### src/hw/rtl/lcf_pkg.sv
// ----------------------------------------------------------------------------
// LCD SPI command framer package
// Request codes, display command bytes, queue entry type and byte decoder.
// ----------------------------------------------------------------------------
package lcf_pkg;

  localparam int REQ_W  = 2;
  localparam int WORD_W = 16;
  localparam int BYTE_W = 8;
  localparam int IDX_W  = 4;

  // Request kinds
  localparam logic [REQ_W-1:0] REQ_CMD   = 2'd0;
  localparam logic [REQ_W-1:0] REQ_PARAM = 2'd1;
  localparam logic [REQ_W-1:0] REQ_WORD  = 2'd2;
  localparam logic [REQ_W-1:0] REQ_POINT = 2'd3;

  // Display controller commands
  localparam logic [BYTE_W-1:0] LCD_CMD_COLUMN   = 8'h2A;
  localparam logic [BYTE_W-1:0] LCD_CMD_ROW      = 8'h2B;
  localparam logic [BYTE_W-1:0] LCD_CMD_MEMWRITE = 8'h2C;

  // Index of the final byte for each request kind
  localparam logic [IDX_W-1:0] LAST_IDX_BYTE  = 4'd0;
  localparam logic [IDX_W-1:0] LAST_IDX_WORD  = 4'd1;
  localparam logic [IDX_W-1:0] LAST_IDX_POINT = 4'd12;

  // Classified request as it travels from front to back
  typedef struct packed {
    logic [REQ_W-1:0]  kind;
    logic [IDX_W-1:0]  last_idx;
    logic [WORD_W-1:0] value;
    logic [WORD_W-1:0] x_pos;
    logic [WORD_W-1:0] y_pos;
  } lcf_req_t;

  // One link byte with its side flags
  typedef struct packed {
    logic [BYTE_W-1:0] data;
    logic              is_data;
    logic              cs_release;
  } lcf_byte_t;

  // Number of bytes minus one for a request kind
  function automatic logic [IDX_W-1:0] lcf_last_idx(input logic [REQ_W-1:0] kind);
    logic [IDX_W-1:0] res;
    unique case (kind)
      REQ_CMD:   res = LAST_IDX_BYTE;
      REQ_PARAM: res = LAST_IDX_BYTE;
      REQ_WORD:  res = LAST_IDX_WORD;
      default:   res = LAST_IDX_POINT;
    endcase
    return res;
  endfunction

  // Byte at position idx of a point write
  function automatic lcf_byte_t lcf_point_byte(input lcf_req_t req,
                                               input logic [IDX_W-1:0] idx);
    lcf_byte_t b;
    unique case (idx) inside
      4'd0:        b = '{data: LCD_CMD_COLUMN, is_data: 1'b0, cs_release: 1'b1};
      4'd1, 4'd3:  b = '{data: req.x_pos[15:8], is_data: 1'b1, cs_release: 1'b0};
      4'd2, 4'd4:  b = '{data: req.x_pos[7:0],  is_data: 1'b1, cs_release: 1'b1};
      4'd5:        b = '{data: LCD_CMD_ROW,    is_data: 1'b0, cs_release: 1'b1};
      4'd6, 4'd8:  b = '{data: req.y_pos[15:8], is_data: 1'b1, cs_release: 1'b0};
      4'd7, 4'd9:  b = '{data: req.y_pos[7:0],  is_data: 1'b1, cs_release: 1'b1};
      4'd10:       b = '{data: LCD_CMD_MEMWRITE, is_data: 1'b0, cs_release: 1'b1};
      4'd11:       b = '{data: req.value[15:8], is_data: 1'b1, cs_release: 1'b0};
      default:     b = '{data: req.value[7:0],  is_data: 1'b1, cs_release: 1'b1};
    endcase
    return b;
  endfunction

  // Byte at position idx of any request
  function automatic lcf_byte_t lcf_byte_gen(input lcf_req_t req,
                                             input logic [IDX_W-1:0] idx);
    lcf_byte_t b;
    unique case (req.kind)
      REQ_CMD:   b = '{data: req.value[7:0], is_data: 1'b0, cs_release: 1'b1};
      REQ_PARAM: b = '{data: req.value[7:0], is_data: 1'b1, cs_release: 1'b1};
      REQ_WORD: begin
        if (idx == 4'd0) begin
          b = '{data: req.value[15:8], is_data: 1'b1, cs_release: 1'b0};
        end else begin
          b = '{data: req.value[7:0], is_data: 1'b1, cs_release: 1'b1};
        end
      end
      default:   b = lcf_point_byte(req, idx);
    endcase
    return b;
  endfunction

endpackage

### src/hw/rtl/lcd_spi_command_framer.sv
// ----------------------------------------------------------------------------
// LCD SPI command framer
// Turns display write requests into flagged bytes for a serial LCD link.
// ----------------------------------------------------------------------------
// Channel   Direction  tdata                             tuser
// in_       slave      value, x_pos, y_pos (48 bits)     req_type
// out_      master     out_byte (8 bits)                 is_data, cs_release
//
// One byte leaves per cycle when out_tready is high and a request waits: a
// command or parameter request yields 1 byte, a data word 2, a point write
// 13, paced by the byte sequencer. Accepted requests pass through the front
// register, the two-entry queue and the output register. Synchronous
// active-low reset empties the queue and output register. A stalled output
// blocks the input only once both the queue and the front register fill.
// ----------------------------------------------------------------------------
module lcd_spi_command_framer
  import lcf_pkg::*;
(
  input  logic        clk,
  input  logic        rst_n,
  input  logic        in_tvalid,
  output logic        in_tready,
  input  logic [47:0] in_tdata,   // [15:0] value, [31:16] x_pos, [47:32] y_pos
  input  logic [1:0]  in_tuser,   // [1:0] req_type
  output logic        out_tvalid,
  input  logic        out_tready,
  output logic [7:0]  out_tdata,  // [7:0] out_byte
  output logic [1:0]  out_tuser,  // [0] is_data, [1] cs_release
  output logic        out_tlast
);

  logic      fq_valid;
  logic      fq_ready;
  lcf_req_t  fq_req;
  logic      qb_valid;
  logic      qb_ready;
  lcf_req_t  qb_req;
  lcf_byte_t out_word;

  // Accept and classify
  lcf_front u_front (
    .clk       (clk),
    .rst_n     (rst_n),
    .in_valid  (in_tvalid),
    .in_ready  (in_tready),
    .in_kind   (in_tuser),
    .in_value  (in_tdata[15:0]),
    .in_x_pos  (in_tdata[31:16]),
    .in_y_pos  (in_tdata[47:32]),
    .req_valid (fq_valid),
    .req_ready (fq_ready),
    .req       (fq_req)
  );

  // Decouple front and back
  lcf_queue u_queue (
    .clk        (clk),
    .rst_n      (rst_n),
    .push_valid (fq_valid),
    .push_ready (fq_ready),
    .push_req   (fq_req),
    .pop_valid  (qb_valid),
    .pop_ready  (qb_ready),
    .pop_req    (qb_req)
  );

  // Sequence bytes
  lcf_back u_back (
    .clk       (clk),
    .rst_n     (rst_n),
    .req_valid (qb_valid),
    .req_ready (qb_ready),
    .req       (qb_req),
    .out_valid (out_tvalid),
    .out_ready (out_tready),
    .out_byte  (out_word),
    .out_last  (out_tlast)
  );

  assign out_tdata = out_word.data;
  assign out_tuser = {out_word.cs_release, out_word.is_data};

endmodule

### src/hw/rtl/lcf_front.sv
// ----------------------------------------------------------------------------
// LCD SPI command framer front end
// Accepts request words, tags them with their last byte index, feeds the queue.
// ----------------------------------------------------------------------------
module lcf_front
  import lcf_pkg::*;
(
  input  logic        clk,
  input  logic        rst_n,
  input  logic        in_valid,
  output logic        in_ready,
  input  logic [1:0]  in_kind,
  input  logic [15:0] in_value,
  input  logic [15:0] in_x_pos,
  input  logic [15:0] in_y_pos,
  output logic        req_valid,
  input  logic        req_ready,
  output lcf_req_t    req
);

  logic     vld_r;
  logic     vld_nxt;
  lcf_req_t req_r;
  logic     take;

  // Take a new word when the stage is empty or drains this cycle
  assign in_ready = !vld_r || req_ready;
  assign take     = in_valid && in_ready;

  always_comb begin
    vld_nxt = vld_r;
    if (take) begin
      vld_nxt = 1'b1;
    end else if (req_ready) begin
      vld_nxt = 1'b0;
    end
  end

  always_ff @(posedge clk) begin
    if (!rst_n) begin
      vld_r <= 1'b0;
    end else begin
      vld_r <= vld_nxt;
    end
  end

  // Classify and hold the payload
  always_ff @(posedge clk) begin
    if (take) begin
      req_r.kind     <= in_kind;
      req_r.last_idx <= lcf_last_idx(in_kind);
      req_r.value    <= in_value;
      req_r.x_pos    <= in_x_pos;
      req_r.y_pos    <= in_y_pos;
    end
  end

  assign req_valid = vld_r;
  assign req       = req_r;

endmodule

### src/hw/rtl/lcf_queue.sv
// ----------------------------------------------------------------------------
// LCD SPI command framer request queue
// Two-entry FIFO between front end and byte sequencer.
// ----------------------------------------------------------------------------
module lcf_queue
  import lcf_pkg::*;
(
  input  logic     clk,
  input  logic     rst_n,
  input  logic     push_valid,
  output logic     push_ready,
  input  lcf_req_t push_req,
  output logic     pop_valid,
  input  logic     pop_ready,
  output lcf_req_t pop_req
);

  lcf_req_t   entry_r [2];
  logic       wr_ptr_r;
  logic       wr_ptr_nxt;
  logic       rd_ptr_r;
  logic       rd_ptr_nxt;
  logic [1:0] count_r;
  logic [1:0] count_nxt;
  logic       push;
  logic       pop;

  assign push_ready = (count_r != 2'd2);
  assign pop_valid  = (count_r != 2'd0);
  assign push       = push_valid && push_ready;
  assign pop        = pop_valid && pop_ready;
  assign pop_req    = entry_r[rd_ptr_r];

  // Advance pointers and occupancy
  always_comb begin
    wr_ptr_nxt = push ? !wr_ptr_r : wr_ptr_r;
    rd_ptr_nxt = pop ? !rd_ptr_r : rd_ptr_r;
    count_nxt  = count_r;
    if (push && !pop) begin
      count_nxt = count_r + 2'd1;
    end else if (pop && !push) begin
      count_nxt = count_r - 2'd1;
    end
  end

  always_ff @(posedge clk) begin
    if (!rst_n) begin
      wr_ptr_r <= 1'b0;
      rd_ptr_r <= 1'b0;
      count_r  <= 2'd0;
    end else begin
      wr_ptr_r <= wr_ptr_nxt;
      rd_ptr_r <= rd_ptr_nxt;
      count_r  <= count_nxt;
    end
  end

  // Store the incoming word
  always_ff @(posedge clk) begin
    if (push) begin
      entry_r[wr_ptr_r] <= push_req;
    end
  end

endmodule

### src/hw/rtl/lcf_back.sv
// ----------------------------------------------------------------------------
// LCD SPI command framer byte sequencer
// Walks the head request byte by byte into the output register.
// ----------------------------------------------------------------------------
module lcf_back
  import lcf_pkg::*;
(
  input  logic       clk,
  input  logic       rst_n,
  input  logic       req_valid,
  output logic       req_ready,
  input  lcf_req_t   req,
  output logic       out_valid,
  input  logic       out_ready,
  output lcf_byte_t  out_byte,
  output logic       out_last
);

  logic [IDX_W-1:0] idx_r;
  logic [IDX_W-1:0] idx_nxt;
  logic             vld_r;
  logic             vld_nxt;
  lcf_byte_t        byte_r;
  logic             last_r;
  logic             load;
  logic             at_end;

  // Emit a byte whenever a request waits and the output register is free or drains
  assign load      = req_valid && (!vld_r || out_ready);
  assign at_end    = (idx_r == req.last_idx);
  assign req_ready = load && at_end;

  always_comb begin
    idx_nxt = idx_r;
    if (load) begin
      idx_nxt = at_end ? '0 : idx_r + 4'd1;
    end
    vld_nxt = vld_r;
    if (load) begin
      vld_nxt = 1'b1;
    end else if (out_ready) begin
      vld_nxt = 1'b0;
    end
  end

  always_ff @(posedge clk) begin
    if (!rst_n) begin
      idx_r <= '0;
      vld_r <= 1'b0;
    end else begin
      idx_r <= idx_nxt;
      vld_r <= vld_nxt;
    end
  end

  // Hold the byte and its flags
  always_ff @(posedge clk) begin
    if (load) begin
      byte_r <= lcf_byte_gen(req, idx_r);
      last_r <= at_end;
    end
  end

  assign out_valid = vld_r;
  assign out_byte  = byte_r;
  assign out_last  = last_r;

endmodule

### config.mk
export PLATFORM = sky130hd
export DESIGN_NAME = lcd_spi_command_framer
export DESIGN_NICKNAME = d
export VERILOG_FILES = /design/src/hw/rtl/lcf_pkg.sv /design/src/hw/rtl/lcd_spi_command_framer.sv /design/src/hw/rtl/lcf_front.sv /design/src/hw/rtl/lcf_queue.sv /design/src/hw/rtl/lcf_back.sv
export SDC_FILE = /design/constraint.sdc
export NUM_CORES = 1
export LEC_CHECK = 0
export BUFFER_PORTS_ARGS = -buffer_cell sky130_fd_sc_hd__clkbuf_2
export CAP_MARGIN = 20
export CORE_UTILIZATION = 53
export DETAILED_ROUTE_END_ITERATION = 16
export PLACE_DENSITY = 0.73
export SYNTH_ARGS = -nofsm -noshare
export SYNTH_HDL_FRONTEND = slang
export SYNTH_SLANG_ARGS = --single-unit
### constraint.sdc
create_clock -name clk -period 3.04 [get_ports clk]
set_input_delay 0.152 -clock clk [delete_from_list [all_inputs] [get_ports clk]]
set_output_delay 0.152 -clock clk [all_outputs]
set_load 0.01 [all_outputs]
# Word level (Yosys, flattened, before mapping)
# Memories as Yosys holds them, arrays and structs flattened. A register that Yosys moved wholly into a read port is not among the register bits.
# Index checks and enable logic that the tools add are counted.
[word_totals]
regBits = 75
ramBits = 108
in_bits = 54
output_inout_bits = 13
word_cells = 78
memories = 1
[mem_list]
columns = ["memory", "depth", "word_bits", "rd", "rd_ports_with_merged_regs", "wr", "line_no", "rtl"]
rows = [
  ["u_queue.entry_r", 2, 54, 1, 1, 1, "lcf_queue.sv:18", "lcf_req_t entry_r [2];"],
]
[classes]
addsub = 3
n_eq_ne = 17
muxes = 15
n_reduce_logical = 27
[op_table]
columns = ["op", "n"]
rows = [
  ["one-hot mux 10 bit (8 select lines)", 1],
  ["one-hot mux 10 bit (3 select lines)", 1],
  ["== test 4 x 3 -> 1 bit, second input constant", 4],
  ["== test 4 bit, second input constant", 4],
  ["2-to-1 mux 10 bit", 1],
  ["OR reduction 2 bit", 5],
  ["== test 4 x 2 -> 1 bit, second input constant", 2],
  ["2-to-1 mux 1 bit", 8],
  ["one-hot mux 4 bit (2 select lines)", 1],
  ["nonzero test 2 bit", 4],
  ["logical AND 1 bit", 7],
  ["zero test 1 bit", 6],
  ["adder 4 x 1 -> 4 bit, second input constant", 1],
  ["== test 2 x 1 -> 1 bit, second input constant", 2],
  ["== test 2 bit, second input constant", 2],
  ["== test 4 x 1 -> 1 bit, second input constant", 1],
  ["== test 4 bit", 1],
  ["zero test 2 bit", 2],
  ["zero test 4 bit", 1],
  ["2-to-1 mux 2 bit", 2],
  ["2-to-1 mux 4 bit", 1],
  ["adder 2 x 1 -> 2 bit, second input constant", 1],
  ["logical OR 1 bit", 2],
  ["inequality test 2 bit, second input constant", 1],
  ["subtractor 2 x 1 -> 2 bit, second input constant", 1],
]

# Longest topological paths before layout
# Gate-level depths: netlist of run 1.
[logic_depth]
word_depth = 8
ltp_mapped = 12
mapped_depth_nobuf = 8

# By module
# A second synthesis of run 1 with hierarchy kept.
[hier_totals]
cells_unflattened = 457
hier_area_um2 = 7425.9
[by_module_without_submodules]
columns = ["module", "instances", "cells_each", "area_each_um2", "seq_area_each_um2"]
rows = [
  ["lcf_queue", 1, 192, 4126.5, 3343.2],
  ["lcf_front", 1, 62, 1650.3, 1581.5],
  ["lcf_back", 1, 203, 1649.1, 430.4],
]

# Worst setup path before layout of run 1
# No wires, ideal clock.
[synth_path]
path_type = "register to register"
startpoint = "register u_queue.count_r[0]"
endpoint = "memory u_queue.entry_r[0][0] (netlist bit) (enable)"
setup_time_ps = 463
arrival_ps = 2812
t_required_ps = 2577
path_slack_ps = -235
stages_incl_launch_ff = 4
n_path_buf = 0
period_less_slack_ps = 3275
cell_sequence = "dfxtp_1 nand2b_1 nand2_1 nor2_1"
[synth_via]
elab_chain_cells = 4
[synth_lines]
columns = ["item", "line_no", "rtl"]
rows = [
  ["start: declaration", "lcf_queue.sv:23", "logic [1:0] count_r;"],
  ["start signal: assignment", "lcf_queue.sv:54", "count_r <= count_nxt;"],
  ["inequality test 2 bit", "lcf_queue.sv:28", "assign push_ready = (count_r != 2'd2);"],
  ["logical AND 1 bit", "lcf_queue.sv:30", "assign push = push_valid && push_ready;"],
  ["2-to-1 mux 1 bit", "lcf_queue.sv:60", "if (push) begin"],
  ["2-to-1 mux 1 bit (not written as such)", "lcf_queue.sv:61", "entry_r[wr_ptr_r] <= push_req;"],
  ["end: declaration", "lcf_queue.sv:18", ""],
]
# No other way between the ends.

# Worst setup path in the final report of run 1
[layout_path]
startpoint = "register u_back.idx_r[1]"
endpoint = "register u_back.byte_r (netlist bit u_back.out_byte[3]), data pin"
[layout_via]
elab_chain_cells = 4
elab_cells_between_ends = 19
cone_classes = "eq/ne: 11; mux: 3; reduce/logical: 5"
[layout_lines]
columns = ["item", "line_no", "rtl"]
rows = [
  ["start: declaration", "lcf_back.sv:19", "logic [IDX_W-1:0] idx_r;"],
  ["start signal: assignment", "lcf_back.sv:51", "idx_r <= idx_nxt;"],
  ["== test 4 bit (tied with other cells)", "lcf_pkg.sv:88", "default: b = lcf_point_byte(req, idx);"],
  ["OR reduction 2 bit", "lcf_pkg.sv:60", "unique case (idx) inside"],
  ["one-hot mux 10 bit (8 select lines)", "lcf_pkg.sv:60", ""],
  ["one-hot mux 10 bit (3 select lines) (*)", "lcf_pkg.sv:78", "unique case (req.kind)"],
  ["end signal: assignment", "lcf_back.sv:59", "byte_r <= lcf_byte_gen(req, idx_r);"],
  ["end: declaration", "lcf_back.sv:23", "lcf_byte_t byte_r;"],
]
# Mark *: on every way between the ends. The rest lies on a longest branch, timed or not.
# A chain may end at the register's enable or synchronous reset.

==> results of run 1 <==
==> routing by layer <==
layer	vias up	routed length [um]	GRT usage, %
met3	32	657	6.49
met4	0	364	9.54
met5	-	0	0
li1	1904	-	-
met1	1901	5340	24.9
met2	141	6640	34.2
==> cells in the final DEF, fill, tap and decap left out, types with 4 or more instances in the layout <==
master	instances
edfxtp_1	167
clkbuf_2	66
dlygate4sd3_1	51
mux2i_1	48
nor2_1	21
o21ai_0	21
nand2_1	20
a21oi_1	20
clkbuf_16	17
o22ai_1	11
mux2_2	10
dfxtp_1	10
ha_1	9
inv_1	8
buf_4	7
nor3_1	6
and2_1	5
o221ai_1	5
nor2b_1	4
nand2b_1	4
inv_8	4
inv_6	4
==> power breakdown <==
part	leakage, nW	switching (mW)	internal (mW)
logic	1.09	0.815	0.570
clock network	0.295	1.02	1.19
registers	1.66	0.149	3.07
==> cells by family after synthesis <==
kind of cell	Yosys count	share of synthesized area, %
muxes	58	8.45
AOI/OAI and AO/OA	75	6.92
and+or+nand+nor	80	5.92
xor gates and xnor gates	3	0.375
buffers and inverters	28	2.12
DFF	178	74.6
adders and majority gates	9	1.60
==> worst max-delay path by stage <==
stage | slack, ps | start | to
2_1_floorplan | 640 | u_queue.count_r[0] | u_queue.entry_r[0][0]
3_3_place_gp | 730 | u_back.idx_r[3] | u_queue.count_r[1]
3_5_place_dp | 620 | u_back.idx_r[3] | u_queue.count_r[1]
4_1_cts | 590 | u_back.idx_r[3] | u_queue.count_r[1]
5_1_grt | 390 | u_back.idx_r[3] | u_queue.count_r[1]
6_report | 560 | u_back.idx_r[1] | u_back.out_byte[3]
==> sequential cells by signal, indices dropped and copies added (netlist names), named ones only <==
register           cells
u_queue.rd_ptr_r       1
u_queue.wr_ptr_r       1
u_back.out_valid       1
u_back.idx_r           4
u_queue.entry_r      104
u_back.out_byte       10
u_queue.count_r        2
u_back.out_last        1
u_front.req_valid      1
u_front.req           52
==> cell type report <==
cell class                      count  area [sq um]  area share [%]
Sequential cell                   178          5240            60.4
Multi-Input combinational cell    225          1640            19.0
Timing Repair Buffer              126           933            10.8
Clock buffer                       17           425            4.91
Tap cell                          172           215            2.48
Clock inverter                     15           184            2.12
Inverter                            8          30.0           0.346
==> what timing repair did <==
| action | in CTS | in global routing |
|---|---|---|
| endpoints found under the hold margin | 51 | 0 |
| gates resized for setup | 0 | 0 |
| buffers inserted | 0 | 0 |
| hold buffers | 51 | 0 |
==> synthesized netlist by cell type (2+ instances only) <==
library cell / count / share of area, %
nor3b_1: 2 / 0.21
xnor2_1: 2 / 0.25
and2_1: 6 / 0.54
mux2i_1: 48 / 6.8
buf_2: 5 / 0.36
and3_1: 2 / 0.18
nand2b_1: 4 / 0.36
buf_4: 6 / 0.64
nand3_1: 2 / 0.14
o21ai_1: 2 / 0.14
inv_1: 8 / 0.43
a211oi_1: 2 / 0.21
o22ai_1: 11 / 0.98
nor2b_1: 4 / 0.36
o21a_1: 3 / 0.32
buf_6: 2 / 0.32
ha_1: 9 / 1.6
nand2_1: 20 / 1.1
a21boi_0: 3 / 0.32
mux2_2: 10 / 1.6
or2_2: 2 / 0.18
nor2_1: 22 / 1.2
nor3_1: 6 / 0.43
nand3b_1: 2 / 0.21
dfxtp_1: 11 / 3.1
a21oi_1: 20 / 1.4
o221ai_1: 5 / 0.62
o21ai_0: 21 / 1.5
edfxtp_1: 167 / 71
clkbuf_1: 7 / 0.37
==> metrics.yaml, run 1 <==
critical_path:
  cp.arrival_ps: 2660
  critPathRequiredTime_ps: 3220
  regToRegStartpoint: "u_back.idx_r[1]"
  crit_buf_inv: 1
  path_max_fanout: 11
  crit_path_start_kind: "register"
  crit_family: "simple AND/OR/NAND/NOR gates"
  worstRegToRegCells: 7
  path_cells: "inv_1, ha_1, nor2_1, a21oi_2, nand2_1, nor3_1, a21oi_1"
  cpMaxStageDelayCell: "ha_1"
  worst-path-stages: 7
  endpoint_kind: "register"
  critPathMaxStageDelay_ps: 460
  reg2reg_to: "u_back.out_byte[3]"
  reg2reg_setup_slack_ps: 560
  crit_type: "register to register"
final_layout:
  fin_cells: 741
  drive_gt1_share_pct: 22.8
  diodes: 0
  final_cell_area_sq_um: 8670
  areaGrowthSynthToFinish_pct: 23.5
  n_fill_cell: 857
  fin_nets: 619
  final_core_util_pct: 67.9
timing:
  worst_slack_ps: 556
  period_share_pct: 81.7
  min_period_ps: 2480
  clock-skew-final_ps: 10.4
  grt_setup_unrepaired: "false"
  relSlewSlack_pct: 50.2
  hold_violations: 0
  worst_hold_slack_ps: 83.2
  worst_pin_slew_ps: 747
  finalMaxSlewViolations: 0
  setup_viol: 0
  timing.setup.tns_ps: 0
  fmax_ghz: 0.403
logic_synthesis:
  yosys_most_used_dff: "edfxtp_1"
  postSynth.asyncResetShare_pct: 0
  yosys_warnings: 0
  syn-num-nets: 494
  syn_inst: 431
  postSynthAreaPerCell_sq_um: 16.3
  ys_seq_elements: 178
  synth_cell_types: 47
  syn_area_sq_um: 7020
  ys_seq_area_share_pct: 74.6
  synth_edf_count: 167
worst_hold_path:
  holdPathEnd: "u_back.out_valid"
  hold_start: "rst_n"
  min_path_cells: 2
  hold_class: "input port to register"
pwr:
  peakVddDrop_mv: 0.709
  total_power_mw: 6.81
  powerDensity_nw_per_um2: 786
  power.leakage_nw: 3.05
status:
  status: "finished clean"
floorplan:
  die_x_um: 117
  start_util_pct: 54.9
  core_sq_um: 12800
  rows: 41
  ios: 67
  die_h_um: 117
  dieArea_sq_um: 13700
grt:
  globalRouteTotalUtil_pct: 20.6
  grt_pass1_wl_um: 20000
  grt_pass1_vias: 3889
  grt_max_degree: 34
  antenna_found_initial: 0
  overflow: 0
drt:
  wirelength_um: 13000
  drc: 0
  ant_nets: 0
  wl_per_cell_um: 17.6
  drt_iter0_drc: 346
  firstDrtPassIters: 6
  vias: 3978
  via_per_inst: 5.37
clock_network:
  cts_buffers: 17
  clkLatencyLatePin_ps: 430
  cts.htree.levels: 4
  clockRootBuffer: "clkbuf_16"
  clk_pin_slew_ps: 70
  clock_path_buffers: 2
  cts_sinks: 178
  cts_tree: "built"
placement:
  placed_cells: 658
  hpwl_um: 8250
  globalplace.congestion: 0.832
  dpl_cell_area_sq_um: 7550
  post-place-ws_ps: 616
  port_buffers: 66
job:
  maxCapViolCount: 0
Note: power is estimated with default switching activity, not from simulation.
==> inputs of run 2 (changes only) <==
clock period = 2.2 ns   (was 3.04 ns; I/O delays follow)
==> run 2 against run 1 <==
Power rose by 35%. Global-route usage fell by 0.11 points. Maximum frequency rose by 19%. Highest routed layer unchanged. Wire length fell by 1.7%. Cell count rose by 1.5%. Setup slack got worse by 430 ps. Non-clock buffer count rose by 12. Utilization rose by 0.54 points. Clock power rose by 21%. Combinational power rose by 47%. Die area did not move.
==> metrics.yaml, run 2 (synthesis gave the netlist of run 1 again) <==
timing:
  timing.setup.tns_ps: 0  # unchanged
  clock-skew-final_ps: 6.74  # was 10.4 ps
  fmax_ghz: 0.481  # was 0.403 GHz
  worst_pin_slew_ps: 475  # was 747 ps
  hold_violations: 0  # unchanged
  relSlewSlack_pct: 68.4  # was 50.2%
  min_period_ps: 2080  # was 2480 ps
  period_share_pct: 94.5  # was 81.7%
  finalMaxSlewViolations: 0  # unchanged
  grt_setup_unrepaired: "true"  # was false
  setup_viol: 0  # unchanged
grt:
  grt_pass1_vias: 4007  # was 3889
  globalRouteTotalUtil_pct: 20.5  # was 20.6%
  antenna_found_initial: 0  # unchanged
  overflow: 0  # unchanged
  grt_max_degree: 54  # was 34
  grt_pass1_wl_um: 19800  # was 20000 um
worst_hold_path:
  hold_class: "input port to register"  # unchanged
  hold_start: "rst_n"  # unchanged
  holdPathEnd: "u_back.out_valid"  # unchanged
  min_path_cells: 2  # unchanged
pwr:
  peakVddDrop_mv: 0.729  # was 0.709 mV
  total_power_mw: 9.17  # was 6.81 mW
  power.leakage_nw: 3.07  # was 3.05 nW
  powerDensity_nw_per_um2: 1050  # was 786 nW/um^2
critical_path:
  crit_path_start_kind: "register"  # unchanged
  path_cells: "mux2i_4, xnor2_1, nor3_4, nand2_2, ha_1, or3_1, a21boi_1"  # was inv_1, ha_1, nor2_1, a21oi_2, nand2_1, nor3_1, a21oi_1
  crit_family: "simple AND/OR/NAND/NOR gates"  # unchanged
  cpMaxStageDelayCell: "dfxtp_4"  # was ha_1
  cp.arrival_ps: 2430  # was 2660 ps
  path_max_fanout: 6  # was 11
  reg2reg_to: "u_queue.count_r[1]"  # was u_back.out_byte[3]
  endpoint_kind: "register"  # unchanged
  worstRegToRegCells: 7  # unchanged
  critPathMaxStageDelay_ps: 420  # was 460 ps
  crit_type: "register to register"  # unchanged
  critPathRequiredTime_ps: 2550  # was 3220 ps
  crit_buf_inv: 0  # was 1
  reg2reg_setup_slack_ps: 120  # was 560 ps
floorplan:
  core_sq_um: 12800  # unchanged
  rows: 41  # unchanged
  die_h_um: 117  # unchanged
  start_util_pct: 54.9  # unchanged
  die_x_um: 117  # unchanged
  ios: 67  # unchanged
  dieArea_sq_um: 13700  # unchanged
drt:
  ant_nets: 0  # unchanged
  drc: 0  # unchanged
  vias: 4010  # was 3978
  via_per_inst: 5.33  # was 5.37
  wl_per_cell_um: 17.0  # was 17.6 um
  drt_iter0_drc: 317  # was 346
  wirelength_um: 12800  # was 13000 um
  firstDrtPassIters: 5  # was 6
final_layout:
  multiInputGateArea_sq_um: 1680  # was 1640 sq um
  final_core_util_pct: 68.4  # was 67.9%
  fin_cells: 752  # was 741
  areaGrowthSynthToFinish_pct: 24.5  # was 23.5%
  diodes: 0  # unchanged
  drive_gt1_share_pct: 25.0  # was 22.8%
  n_fill_cell: 855  # was 857
  layout_common_cells: "edfxtp_1 (167), clkbuf_2 (66), dlygate4sd3_1 (51)"  # unchanged
  final-seq-area_sq_um: 5240  # about the same
  largest_reg_flops: 104  # unchanged
  fin_nets: 631  # was 619
  top_register: "u_queue.entry_r"  # unchanged
  mostFrequentLayoutCell: "edfxtp_1"  # unchanged
placement:
  hpwl_um: 7940  # was 8250 um
  port_buffers: 66  # unchanged
  globalplace.congestion: 0.865  # was 0.832
  placed_cells: 667  # was 658
status:
  status: "finished clean"  # unchanged
clock_network:
  clkLatencyLatePin_ps: 420  # was 430 ps
  cts_buffers: 17  # unchanged
  cts_tree: "built"  # unchanged
  cts_sinks: 178  # unchanged
  clk_pin_slew_ps: 60  # was 70 ps
  cts.htree.levels: 4  # unchanged
  clockRootBuffer: "clkbuf_16"  # unchanged
  clock_path_buffers: 2  # unchanged
job:
  maxCapViolCount: 0  # unchanged
==> run 2: cell count changes in the layout (fill, tap and decap cells not counted), sizes merged <==
cell      before  now
buf            9   21
clkinv         4   10
clkinvlp       1    2
inv           17    9
==> run 2: final cells by class <==
| type | count | area share (%) |
|---|---|---|
| multi-input combinational | 225 | 19.2 |
| inverter | 8 | 0.344 |
| clock buffer | 17 | 4.87 |
| clock inverter | 14 | 1.12 |
| tap | 172 | 2.46 |
| sequential | 178 | 60.0 |
| timing repair buffer | 138 | 12.0 |
==> run 2: power breakdown <==
group / total, mW / internal (mW) / switching (mW)
combinational: 2.04 / 0.893 / 1.15
clock: 2.67 / 1.52 / 1.15
sequential: 4.46 / 4.25 / 0.206
total: 9.17 / 6.66 / 2.51
==> run 2: routing by layer <==
metal / global-route usage (%) / up-vias / routed length (um)
met5: 0 / - / 0
met3: 4.89 / 19 / 596
met4: 10.5 / 0 / 229
met1: 25.3 / 1959 / 5340
met2: 34.1 / 115 / 6620
li1: - / 1917 / -
==> run 2: worst max-delay path by stage <==
stage	startpoint	slack, ps	cells past startpoint	to
after floorplan	u_back.out_valid	30	7	u_queue.count_r[1]
after global placement	register	90	7	u_queue.count_r[1]
after detailed placement	register	-110	7	u_queue.count_r[1]
after CTS	u_back.idx_r[1]	20	6	u_back.out_byte[4]
after global routing	register	-10	8	u_back.out_byte[7]
final	register	120	7	u_queue.count_r[1]
==> run 2: per-stage QoR <==
stage                     setup slack [ps]  instance area (sq um)  hold slack (ps)
final                                  121                   8740             32.0
after global routing                 -12.5                   8740             50.5
after global placement                89.1                   7630              286
after floorplan                       28.2                   7040              209
after detailed placement              -110                   7630              289
after CTS                             22.3                   8680             27.6
==> run 2: worst register-to-register path, delay by kind of cell, from the launching register on <==
kind	cells	cell delay (ps)
compound gates	1	160
xor+xnor	1	120
fa+ha+maj	1	340
flops	1	420
mux	1	270
simple gates	3	690
==> run 2: repair_timing <==
action / 4_1_cts / 5_1_grt
endpoints found under the hold margin: 53 / 0
buffers inserted: 1 / 2
gates resized for setup: 3 / 8
endpoints found under the setup margin: 6 / 10
hold buffers: 51 / 0
cloned: 0 / 0
pin swaps: 1 / 1
